### src/design/fcpa_pkg.sv
// Shared constants, codes and types of the fixed chunk pool allocator.
package fcpa_pkg;

  // Pool geometry.
  localparam int NUM_CHUNKS = 256;
  localparam int IDX_W      = 8;
  localparam int CNT_W      = 9;
  localparam int SIZE_W     = 16;
  localparam int ADDR_W     = 3;
  localparam int DATA_W     = 32;

  // Saturation limit of the stack length counter.
  localparam logic [CNT_W-1:0] LEN_MAX = '1;

  // Reset values of the configuration registers.
  localparam logic [SIZE_W-1:0] CHUNK_BYTES_RST = 16'd64;
  localparam logic [CNT_W-1:0]  CHUNK_COUNT_RST = CNT_W'(NUM_CHUNKS);

  // Command codes.
  localparam logic [1:0] CMD_ALLOC    = 2'd0;
  localparam logic [1:0] CMD_FREE     = 2'd1;
  localparam logic [1:0] CMD_FREE_ALL = 2'd2;

  // Status codes.
  localparam logic [1:0] ST_OK      = 2'd0;
  localparam logic [1:0] ST_TOO_BIG = 2'd1;
  localparam logic [1:0] ST_EMPTY   = 2'd2;
  localparam logic [1:0] ST_RANGE   = 2'd3;

  // Register select, taken from paddr bit 2.
  localparam logic REG_CHUNK_BYTES = 1'b0;
  localparam logic REG_CHUNK_COUNT = 1'b1;

  // Controller states.
  typedef enum logic {
    S_IDLE,
    S_EXEC
  } fcpa_state_t;

  // Commands from the controller to the datapath.
  typedef struct packed {
    logic accept;
    logic commit;
  } fcpa_ctl_t;

endpackage

### src/design/fcpa_ctrl.sv
// Controller of the fixed chunk pool allocator: request sequencing and output valid.
module fcpa_ctrl (
  input  logic               clk,
  input  logic               rst,
  input  logic               in_valid,
  output logic               in_ready,
  output logic               out_valid,
  input  logic               out_ready,
  output fcpa_pkg::fcpa_ctl_t ctl
);
  import fcpa_pkg::*;

  fcpa_state_t state;
  fcpa_state_t state_next;
  logic        out_valid_next;
  logic        commit;

  // A held request completes once the output register is free or being drained.
  assign commit = (state == S_EXEC) && (!out_valid || out_ready);

  // Next state.
  always_comb begin
    state_next = state;
    unique case (state)
      S_IDLE: begin
        if (in_valid) state_next = S_EXEC;
      end
      S_EXEC: begin
        if (commit) state_next = S_IDLE;
      end
      default: state_next = S_IDLE;
    endcase
  end

  // Outputs and commands.
  always_comb begin
    in_ready   = 1'b0;
    ctl.accept = 1'b0;
    ctl.commit = 1'b0;
    unique case (state)
      S_IDLE: begin
        in_ready   = 1'b1;
        ctl.accept = in_valid;
      end
      S_EXEC: begin
        ctl.commit = commit;
      end
      default: begin
        in_ready = 1'b0;
      end
    endcase
  end

  // The output register stays full until the receiver takes the transaction.
  always_comb begin
    out_valid_next = out_valid;
    if (commit) begin
      out_valid_next = 1'b1;
    end else if (out_ready) begin
      out_valid_next = 1'b0;
    end
  end

  always_ff @(posedge clk) begin
    if (rst) begin
      state     <= S_IDLE;
      out_valid <= 1'b0;
    end else begin
      state     <= state_next;
      out_valid <= out_valid_next;
    end
  end

endmodule

### src/design/fcpa_datapath.sv
// Datapath of the fixed chunk pool allocator: link memory, list state and result register.
module fcpa_datapath (
  input  logic                          clk,
  input  logic                          rst,
  input  fcpa_pkg::fcpa_ctl_t           ctl,
  input  logic [1:0]                    cmd,
  input  logic [fcpa_pkg::SIZE_W-1:0]   request_bytes,
  input  logic [fcpa_pkg::IDX_W-1:0]    free_index,
  input  logic                          cfg_we,
  input  logic                          cfg_sel,
  input  logic [fcpa_pkg::DATA_W-1:0]   cfg_wdata,
  output logic [fcpa_pkg::SIZE_W-1:0]   chunk_bytes,
  output logic [fcpa_pkg::CNT_W-1:0]    chunk_count,
  output logic [1:0]                    status,
  output logic [fcpa_pkg::IDX_W-1:0]    granted_index
);
  import fcpa_pkg::*;

  // Held request.
  logic [1:0]        cmd_q;
  logic [SIZE_W-1:0] req_q;
  logic [IDX_W-1:0]  idx_q;

  // Link memory and its registered read port.
  logic [IDX_W-1:0]  link_mem [0:NUM_CHUNKS-1];
  logic [IDX_W-1:0]  rd_link;

  // Free list state.
  logic [IDX_W-1:0]  list_top;
  logic              list_nonempty;
  logic [CNT_W-1:0]  list_length;
  logic [CNT_W-1:0]  untouched_left;

  logic [IDX_W-1:0]  list_top_next;
  logic              list_nonempty_next;
  logic [CNT_W-1:0]  list_length_next;
  logic [CNT_W-1:0]  untouched_left_next;
  logic [CNT_W-1:0]  untouched_dec;
  logic [CNT_W-1:0]  live_count;
  logic              range_err;
  logic              push;
  logic [1:0]        status_next;
  logic [IDX_W-1:0]  grant_next;

  // Chunks in use never exceed the size of the link memory.
  assign live_count = (chunk_count > CNT_W'(NUM_CHUNKS)) ? CNT_W'(NUM_CHUNKS) : chunk_count;
  assign range_err  = ({1'b0, idx_q} >= live_count);
  assign untouched_dec = untouched_left - CNT_W'(1);
  assign push = ctl.commit && (cmd_q == CMD_FREE) && !range_err;

  // Request decode and list update.
  always_comb begin
    list_top_next       = list_top;
    list_nonempty_next  = list_nonempty;
    list_length_next    = list_length;
    untouched_left_next = untouched_left;
    status_next         = ST_OK;
    grant_next          = '0;
    case (cmd_q)
      CMD_ALLOC: begin
        if (req_q > chunk_bytes) begin
          status_next = ST_TOO_BIG;
        end else if (list_nonempty) begin
          // Pop the top of the stack; its link was read when the request was taken.
          grant_next    = list_top;
          list_top_next = rd_link;
          if (list_length != '0) list_length_next = list_length - CNT_W'(1);
          list_nonempty_next = (list_length_next != '0);
        end else if (untouched_left != '0) begin
          // Hand out the next untouched chunk, counting down.
          untouched_left_next = untouched_dec;
          grant_next          = untouched_dec[IDX_W-1:0];
        end else begin
          status_next = ST_EMPTY;
        end
      end
      CMD_FREE: begin
        if (range_err) begin
          status_next = ST_RANGE;
        end else begin
          list_top_next = idx_q;
          if (list_length != LEN_MAX) list_length_next = list_length + CNT_W'(1);
          list_nonempty_next = 1'b1;
        end
      end
      CMD_FREE_ALL: begin
        list_top_next       = '0;
        list_nonempty_next  = 1'b0;
        list_length_next    = '0;
        untouched_left_next = live_count;
      end
      default: begin
        status_next = ST_OK;
      end
    endcase
  end

  // Request capture.
  always_ff @(posedge clk) begin
    if (ctl.accept) begin
      cmd_q <= cmd;
      req_q <= request_bytes;
      idx_q <= free_index;
    end
  end

  // Link memory: pushes write, accepted requests read the link under the top.
  always_ff @(posedge clk) begin
    if (push) begin
      link_mem[idx_q] <= list_top;
    end
    if (ctl.accept) begin
      rd_link <= link_mem[list_top];
    end
  end

  // Result register.
  always_ff @(posedge clk) begin
    if (ctl.commit) begin
      status        <= status_next;
      granted_index <= grant_next;
    end
  end

  // Free list state.
  always_ff @(posedge clk) begin
    if (rst) begin
      list_top       <= '0;
      list_nonempty  <= 1'b0;
      list_length    <= '0;
      untouched_left <= CHUNK_COUNT_RST;
    end else if (ctl.commit) begin
      list_top       <= list_top_next;
      list_nonempty  <= list_nonempty_next;
      list_length    <= list_length_next;
      untouched_left <= untouched_left_next;
    end
  end

  // Configuration registers.
  always_ff @(posedge clk) begin
    if (rst) begin
      chunk_bytes <= CHUNK_BYTES_RST;
      chunk_count <= CHUNK_COUNT_RST;
    end else if (cfg_we) begin
      unique case (cfg_sel)
        REG_CHUNK_BYTES: chunk_bytes <= cfg_wdata[SIZE_W-1:0];
        REG_CHUNK_COUNT: chunk_count <= cfg_wdata[CNT_W-1:0];
        default: chunk_bytes <= chunk_bytes;
      endcase
    end
  end

endmodule

### src/design/fixed_chunk_pool_allocator.sv
// Top level of the fixed chunk pool allocator: ports, register port and assertions.
//
// Usage: a request transaction carries cmd (allocate, free one chunk, free all)
// with request_bytes and free_index; each request yields exactly one result
// transaction with status and granted_index, in request order.
// Both channels use valid/ready; a transaction moves when both are high.
// A taken request is held in the execute state until the output register is
// free or being drained; its result is then registered there. The block takes
// no new request until the previous one has completed.
// The next request is taken while an earlier result still waits in the
// output register; a stalled receiver holds that result and blocks only the
// completion of the following request, never drops or repeats one.
// Reset restores chunk_bytes to 64 and chunk_count to 256, empties the stack
// and reloads the untouched countdown, so chunks count-1 down to 0 go first.
// Registers: chunk_bytes at address 0, chunk_count at address 4. Write them
// only while no request is outstanding; pready is always high.
module fixed_chunk_pool_allocator (
  input  logic                          clk,
  input  logic                          rst,
  input  logic                          in_valid,
  output logic                          in_ready,
  input  logic [1:0]                    cmd,
  input  logic [fcpa_pkg::SIZE_W-1:0]   request_bytes,
  input  logic [fcpa_pkg::IDX_W-1:0]    free_index,
  output logic                          out_valid,
  input  logic                          out_ready,
  output logic [1:0]                    status,
  output logic [fcpa_pkg::IDX_W-1:0]    granted_index,
  input  logic                          psel,
  input  logic                          penable,
  input  logic                          pwrite,
  input  logic [fcpa_pkg::ADDR_W-1:0]   paddr,
  input  logic [fcpa_pkg::DATA_W-1:0]   pwdata,
  output logic [fcpa_pkg::DATA_W-1:0]   prdata,
  output logic                          pready
);
  import fcpa_pkg::*;

  fcpa_ctl_t         ctl;
  logic              cfg_we;
  logic [SIZE_W-1:0] chunk_bytes;
  logic [CNT_W-1:0]  chunk_count;

  // Register port decode.
  assign pready = 1'b1;
  assign cfg_we = psel && penable && pwrite && pready;

  always_comb begin
    unique case (paddr[2])
      REG_CHUNK_BYTES: prdata = DATA_W'(chunk_bytes);
      REG_CHUNK_COUNT: prdata = DATA_W'(chunk_count);
      default:         prdata = '0;
    endcase
  end

  fcpa_ctrl u_ctrl (
    .clk       (clk),
    .rst       (rst),
    .in_valid  (in_valid),
    .in_ready  (in_ready),
    .out_valid (out_valid),
    .out_ready (out_ready),
    .ctl       (ctl)
  );

  fcpa_datapath u_datapath (
    .clk           (clk),
    .rst           (rst),
    .ctl           (ctl),
    .cmd           (cmd),
    .request_bytes (request_bytes),
    .free_index    (free_index),
    .cfg_we        (cfg_we),
    .cfg_sel       (paddr[2]),
    .cfg_wdata     (pwdata),
    .chunk_bytes   (chunk_bytes),
    .chunk_count   (chunk_count),
    .status        (status),
    .granted_index (granted_index)
  );

  // A taken request holds off the next one until it has completed.
  a_one_outstanding: assert property (@(posedge clk) disable iff (rst)
    (in_valid && in_ready) |=> !in_ready)
    else $error("request taken while another is still being worked on");

  // Only a successful allocate hands out a nonzero index.
  a_grant_only_ok: assert property (@(posedge clk) disable iff (rst)
    (out_valid && status != ST_OK) |-> (granted_index == '0))
    else $error("nonzero granted_index on a failed request");

  // A new result appears only from a request held by the controller.
  a_result_from_request: assert property (@(posedge clk) disable iff (rst)
    $rose(out_valid) |-> $past(!in_ready))
    else $error("result produced without a held request");

endmodule

### config.mk
export PLATFORM = sky130hd
export DESIGN_NAME = fixed_chunk_pool_allocator
export DESIGN_NICKNAME = d
export VERILOG_FILES = /design/src/design/fcpa_pkg.sv /design/src/design/fcpa_ctrl.sv /design/src/design/fcpa_datapath.sv /design/src/design/fixed_chunk_pool_allocator.sv
export SDC_FILE = /design/constraint.sdc
export NUM_CORES = 2
export LEC_CHECK = 0
export BUFFER_PORTS_ARGS = -buffer_cell sky130_fd_sc_hd__buf_2
export CAP_MARGIN = 20
export CORE_MARGIN = 1.5
export CORE_UTILIZATION = 55
export DETAILED_ROUTE_END_ITERATION = 7
export MAX_ROUTING_LAYER = met4
export PLACE_DENSITY_LB_ADDON = 0.05
export SLEW_MARGIN = 20
export SYNTH_ARGS = -nofsm -noshare
export SYNTH_HDL_FRONTEND = slang
export SYNTH_HIERARCHICAL = 1
export SYNTH_SLANG_ARGS = --single-unit
### constraint.sdc
create_clock -name clk -period 7.8 [get_ports clk]
set_input_delay 1.56 -clock clk [delete_from_list [all_inputs] [get_ports clk]]
set_output_delay 1.56 -clock clk [all_outputs]
set_load 0.01 [all_outputs]
# Word level (Yosys, flattened, before mapping)
# Memory sizes are Yosys's and may differ from the RTL's. A register that Yosys moved wholly into a read port is not among the register bits.
# Index checks and enable logic that the tools add are counted.
totals:
  out_inout_bits: 45
  in_bits: 68
  memories: 1
  mem_bits_rw: 2048
  regBits: 90
mem_list:
  columns: ["name", "depth", "width", "rd", "rd_clocked_by_memory_dff", "wr", "line", "text"]
  rows:
  - ["u_datapath.link_mem", 256, 8, 1, 1, 1, "fcpa_datapath.sv:25", "logic [IDX_W-1:0] link_mem [0:NUM_CHUNKS-1];"]
classes:
  n_lt_le_gt_ge: 3
  n_mux: 40
  n_eq_ne: 9
  add_sub_neg: 3
  reduce_logical: 22
  bitwise: 3
op_table:
  columns: ["op", "n"]
  rows:
  - ["$mux W9", 12]
  - ["$pmux W32 S2", 1]
  - ["$mux W8", 5]
  - ["$pmux W9 S3", 1]
  - ["$reduce_bool A9 Y1", 3]
  - ["$pmux W8 S3", 1]
  - ["$pmux W9 S2", 1]
  - ["$sub A9 B1 Y9 const B", 2]
  - ["$gt A16 B16 Y1", 1]
  - ["$mux W1", 12]
  - ["$reduce_and A5 Y1", 2]
  - ["$add A9 B1 Y9 const B", 1]
  - ["$ge A8 B9 Y1", 1]
  - ["$gt A9 B9 Y1 const B", 1]
  - ["$ne A9 B9 Y1 const B", 1]
  - ["$mux W2", 4]
  - ["$ne A2 B2 Y1 const B", 4]
  - ["$reduce_and A6 Y1", 1]
  - ["$logic_and A1 B1 Y1", 5]
  - ["$ne A2 B1 Y1 const B", 2]
  - ["$pmux W2 S2", 1]
  - ["$reduce_and A2 Y1", 2]
  - ["$reduce_and A4 Y1", 1]
  - ["$reduce_bool A2 Y1", 2]
  - ["other kinds (10)", 13]

# Logic depth before layout (Yosys ltp)
logic_depth:
  word_depth: 9
  ltp_mapped: 13

# Modules after synthesis
# Netlist, hierarchy kept.
by_module_without_submodules:
  columns: ["mod", "area_each_um2", "cells_per_inst", "n_inst", "seq_area_each_um2"]
  rows:
  - ["fcpa_datapath", 84011.8, 4158, 1, 63861.2]
  - ["fixed_chunk_pool_allocator", 341.6, 38, 1, 0.0]
  - ["fcpa_ctrl", 95.1, 10, 1, 40.0]

# Worst setup path before layout
# Ideal clock, no wire load.
synth_timing:
  path_type: "reg2reg"
  startpoint: "register u_datapath.list_top[0]"
  endpoint: "register u_datapath.rd_link[4], read port of u_datapath.link_mem (data pin)"
  path_slack_ns: 1.458
  t_arrival_ns: 6.080
  setup_time_ns: 0.262
  period_less_slack_ns: 6.342
  path_stages_with_launch: 12
  path_cell_list: "dfxtp_1 > buf_2 > buf_2 > buf_2 > buf_2 > mux4_2 > a22oi_1 > nand2_1 > a21oi_1 > nor2_1 > nor4_1 > nor3_1"
synth_lines:
  columns: ["item", "line", "text"]
  rows:
  - ["start: declaration", "fcpa_datapath.sv:29", "logic [IDX_W-1:0] list_top;"]
  - ["start signal: assignment", "fcpa_datapath.sv:133", "list_top <= list_top_next;"]
  - ["end: declaration", "fcpa_datapath.sv:26", "logic [IDX_W-1:0] rd_link;"]

==> key figures <==
Run status
  • Outcome: completed

Route
  • Detail Route Antenna Nets: 0
  • Initial drt markers: 4,410
  • WL per Instance: 30.4 um
  • Routed via count: 41,200
  • DRT Wirelength: 198 mm
  • Vias/cell: 6.32
  • Residual DRC: 0
  • Pre-antenna DRT Iters: 6

Synth
  • Mapped Avg Cell Area: between 20 and 25 um2
  • Synth cell types: 74
  • FFs w/ async S/R, synth: 0%
  • Syn Inst Count: 4,206
  • Synth area leaders: edfxtp_1, mux4_2, nor2_1
  • Synth top area share: approximately three quarters
  • Area of the mapped netlist: 84,400 um2
  • Sequential cell area fraction in the yosys report: 75.7%
  • EDFF count, synth: ~2,100
  • Synth warnings: 6
  • Synth Flop Type: edfxtp_1
  • Yosys reg bits: between 2,000 and 2,500
  • Leading area contributor after synthesis: edfxtp_1

Place
  • RePlAce Congestion: between 0.8 and 0.9
  • DP Cell Count: 6,115
  • Post-DP HPWL: between 100 and 150 mm
  • Port Buffers: between 70 and 80
  • Area after DPL: between 80,000 and 90,000 um2

Timing
  • Clock skew: 0.0335 ns
  • Final period util: about 58%
  • Fmax: about 0.22 GHz
  • Final Critical Period: ~4.5 ns
  • Final setup viols: 0
  • RSZ-0062 raised after global routing: false
  • Slew Limit Fails: 0
  • Rel. slew slack: ~16%
  • Setup_tns: 0 ns
  • Final hold vios: 0
  • Worst slew pin tran: about 1.2 ns

Floorplan
  • Die area: ~160,000 um2
  • Die extent in y: about 390 um
  • Die Wd: 395 um
  • Top Ports: approximately 110
  • Row count: about 140
  • Initial Util: a little under three fifths
  • Area of the core: ~150,000 um2

Critical path
  • Crit path arrival time: ~5.0 ns
  • Cells on worst reg2reg path: 8
  • Worst path depth: 8
  • R2r endpoint: u_datapath/rd_link[5]
  • CP Launch Type: flip-flop
  • Critical Path End Type: flip-flop
  • Critical path's largest stage delay: 1.08 ns
  • Worst path bufs/invs: 1
  • Worst path cell trace: buf_12, mux4_2, a22oi_1, nand2_1, a21oi_1, nor2_1, nor4_1, nor3_1
  • Worst Path Max Fanout: 122
  • Critical Path RT: ~8.3 ns
  • Worst Setup SP: u_datapath/list_top[0]
  • Worst r2r src: u_datapath/list_top[0]
  • CP Class: flip-flop to flip-flop
  • Critical path capture point: u_datapath/rd_link[5]
  • Worst path slowest cell: nor4_1
  • Cell family with most CP delay: simple AND/OR/NAND/NOR gates
  • Worst reg2reg setup slack: 3.30 ns

Clock network
  • Worst-skew pair later-pin latency: approximately 0.83 ns
  • # hold bufs at CTS: 0
  • CTS clk-pin slew, worst paths: around 0.060 ns
  • Clock sink total: between 2,000 and 2,500
  • CTS tree: done
  • CTS resizes: 0
  • Setup bufs post-CTS: 0
  • H-Tree Depth: 4
  • Root Driver: clkbuf_16
  • CTS buffer count: around 210
  • Clock buffer depth: 3

Cells and area
  • Fin nets: ~4,400
  • Non-filler instance count after layout: roughly 6,500
  • FILL cells: between 10,000 and 15,000
  • Post-route cell area: between 90,000 and 100,000 um2
  • Layout area overhead: 10.9%
  • Share of cells above drive strength 1: approximately 22%

Global routing
  • Largest net degree at the start of global routing: around 160
  • First-pass GRT wire length: 287 mm
  • Remaining Overflow, GRT: 0
  • Vias in the first global route: 40,600
  • Initial antenna violation count: 2
  • GRT Total Usage: a little over a quarter

Pwr
  • Pwr dens: around 250 nW/um2
  • Peak supply drop: approximately 220 uV
  • P_leak: around 31 nW

Worst hold path
  • Worst min path class: flip-flop to flip-flop

Job
  • Max-cap violations: 0
==> worst register-to-register path, cell delays in order (launching register included) <==
cell and delay (ns):
dfxtp_4 0.91, buf_12 0.68, mux4_2 0.75, a22oi_1 0.35
nand2_1 0.09, a21oi_1 0.15, nor2_1 0.09, nor4_1 1.09
nor3_1 0.09
==> layer usage <==
layer / up-vias / track usage [%] / part of all wire (%)
met5: - / - / 0
met4: 0 / 6.04 / 2.3
met3: 273 / 3.97 / 7.1
met2: 1489 / 39.9 / 48
met1: 21900 / 38.8 / 43
li1: 17500 / - / -
==> layout by cell type, fill, tap and decap left out, types with 46 or more instances in the layout <==
master / n
nand2_1: 151
a22oi_1: 94
mux2i_1: 107
nor3_1: 54
nor2_1: 310
mux4_2: 523
clkbuf_16: 214
a21oi_1: 129
dfxtp_1: 46
clkbuf_1: 46
buf_4: 46
edfxtp_1: 2092
buf_2: 77
clkinv_1: 61
==> flip-flops by register name, indices dropped and copies added (netlist names) <==
signal                     count
u_ctrl/out_valid               1
u_ctrl/state                   1
u_datapath/chunk_bytes        16
u_datapath/chunk_count         9
u_datapath/cmd_q               2
u_datapath/granted_index       8
u_datapath/idx_q               8
u_datapath/link_mem         2048
u_datapath/list_length         9
u_datapath/list_nonempty       1
u_datapath/list_top            8
u_datapath/rd_link             8
u_datapath/req_q              16
u_datapath/status              2
u_datapath/untouched_left      9
==> Yosys cell counts (4+ instances only) <==
master	n
xnor2_1	6
a211o_1	4
nand2b_1	23
or3_1	4
mux2_2	8
a211oi_1	11
o22ai_1	15
nor3_1	54
nor3b_1	15
nand4_1	16
and2_1	7
clkbuf_1	155
nand2_1	152
buf_4	26
a22oi_1	94
nor2_1	312
a21oi_2	4
mux2i_1	107
and2b_2	8
o221ai_1	30
a21oi_1	129
buf_2	65
a21o_1	5
or4_1	7
mux4_2	523
edfxtp_1	2092
o21ai_0	13
ha_1	32
dfxtp_1	54
o31ai_1	6
a31oi_1	13
a221o_1	9
o211ai_1	8
and3_1	10
nor2b_1	14
buf_1	23
nand3_1	38
nand3b_1	5
o21ai_1	4
a22o_1	10
nor4_1	7
inv_1	37
or2_2	6
==> final cells by class <==
| type | count | area (um2) | share of cell area, % |
|---|---|---|---|
| repair buffers | 137 | 1010 | 1.08 |
| inverters | 37 | 139 | 0.148 |
| diodes | 3 | 7.51 | 0.00802 |
| multi-input cells | 1765 | 19300 | 20.6 |
| flip-flops and latches | 2146 | 63900 | 68.3 |
| clock buffers | 264 | 5580 | 5.96 |
| clock inverters | 129 | 1160 | 1.23 |
| well taps | 2030 | 2540 | 2.71 |
==> cells by family after synthesis <==
| kind of cell | Yosys count | share of synthesized area, % |
|---|---|---|
| adder cells (fa/ha/maj) | 32 | 0.474 |
| multiplexers | 641 | 15.4 |
| other | 2 | 0.00889 |
| AND/OR/NAND/NOR | 688 | 3.70 |
| buffers and inverters | 310 | 1.62 |
| flip-flops | 2146 | 75.7 |
| AO/OA/AOI/OAI | 380 | 3.08 |
| XOR/XNOR | 7 | 0.0726 |
==> report_power, final <==
| group | switching [mW] | internal, mW | leakage (nW) |
|---|---|---|---|
| Sequential | 0.0597 | 12.7 | 22.4 |
| Combinational | 0.653 | 0.358 | 5.55 |
| Clock | 4.21 | 5.68 | 3.28 |
| Total | 4.92 | 18.7 | 31.2 |
==> worst min path at each step <==
stage                               start                    endpoint  cells after the start  slack [ns]
3_5_place_dp    u_datapath/chunk_count[1]   u_datapath/chunk_count[1]                      2        0.47
2_1_floorplan  u_datapath/chunk_bytes[10]  u_datapath/chunk_bytes[10]                      2        0.45
3_3_place_gp   u_datapath/chunk_bytes[15]  u_datapath/chunk_bytes[15]                      2        0.46
5_1_grt         u_datapath/chunk_bytes[8]   u_datapath/chunk_bytes[8]                      2        0.51
4_1_cts        u_datapath/chunk_bytes[12]  u_datapath/chunk_bytes[12]                      2        0.47
6_report       u_datapath/chunk_bytes[12]  u_datapath/chunk_bytes[12]                      2        0.47
==> stage by stage <==
| stage | hold slack (ns) | total power [mW] | util [%] | setup WS (ns) |
|---|---|---|---|---|
| floorplan | 0.445 | 13.7 | - | 1.46 |
| global placement | 0.462 | 14.0 | 57.1 | 3.05 |
| detailed placement | 0.466 | 14.0 | 57.1 | 3.03 |
| CTS | 0.474 | 23.8 | 61.5 | 3.34 |
| global route | 0.507 | 24.3 | 61.5 | 3.03 |
| finish | 0.474 | 23.6 | 61.5 | 3.30 |
Power figures use the tool's default switching activity.
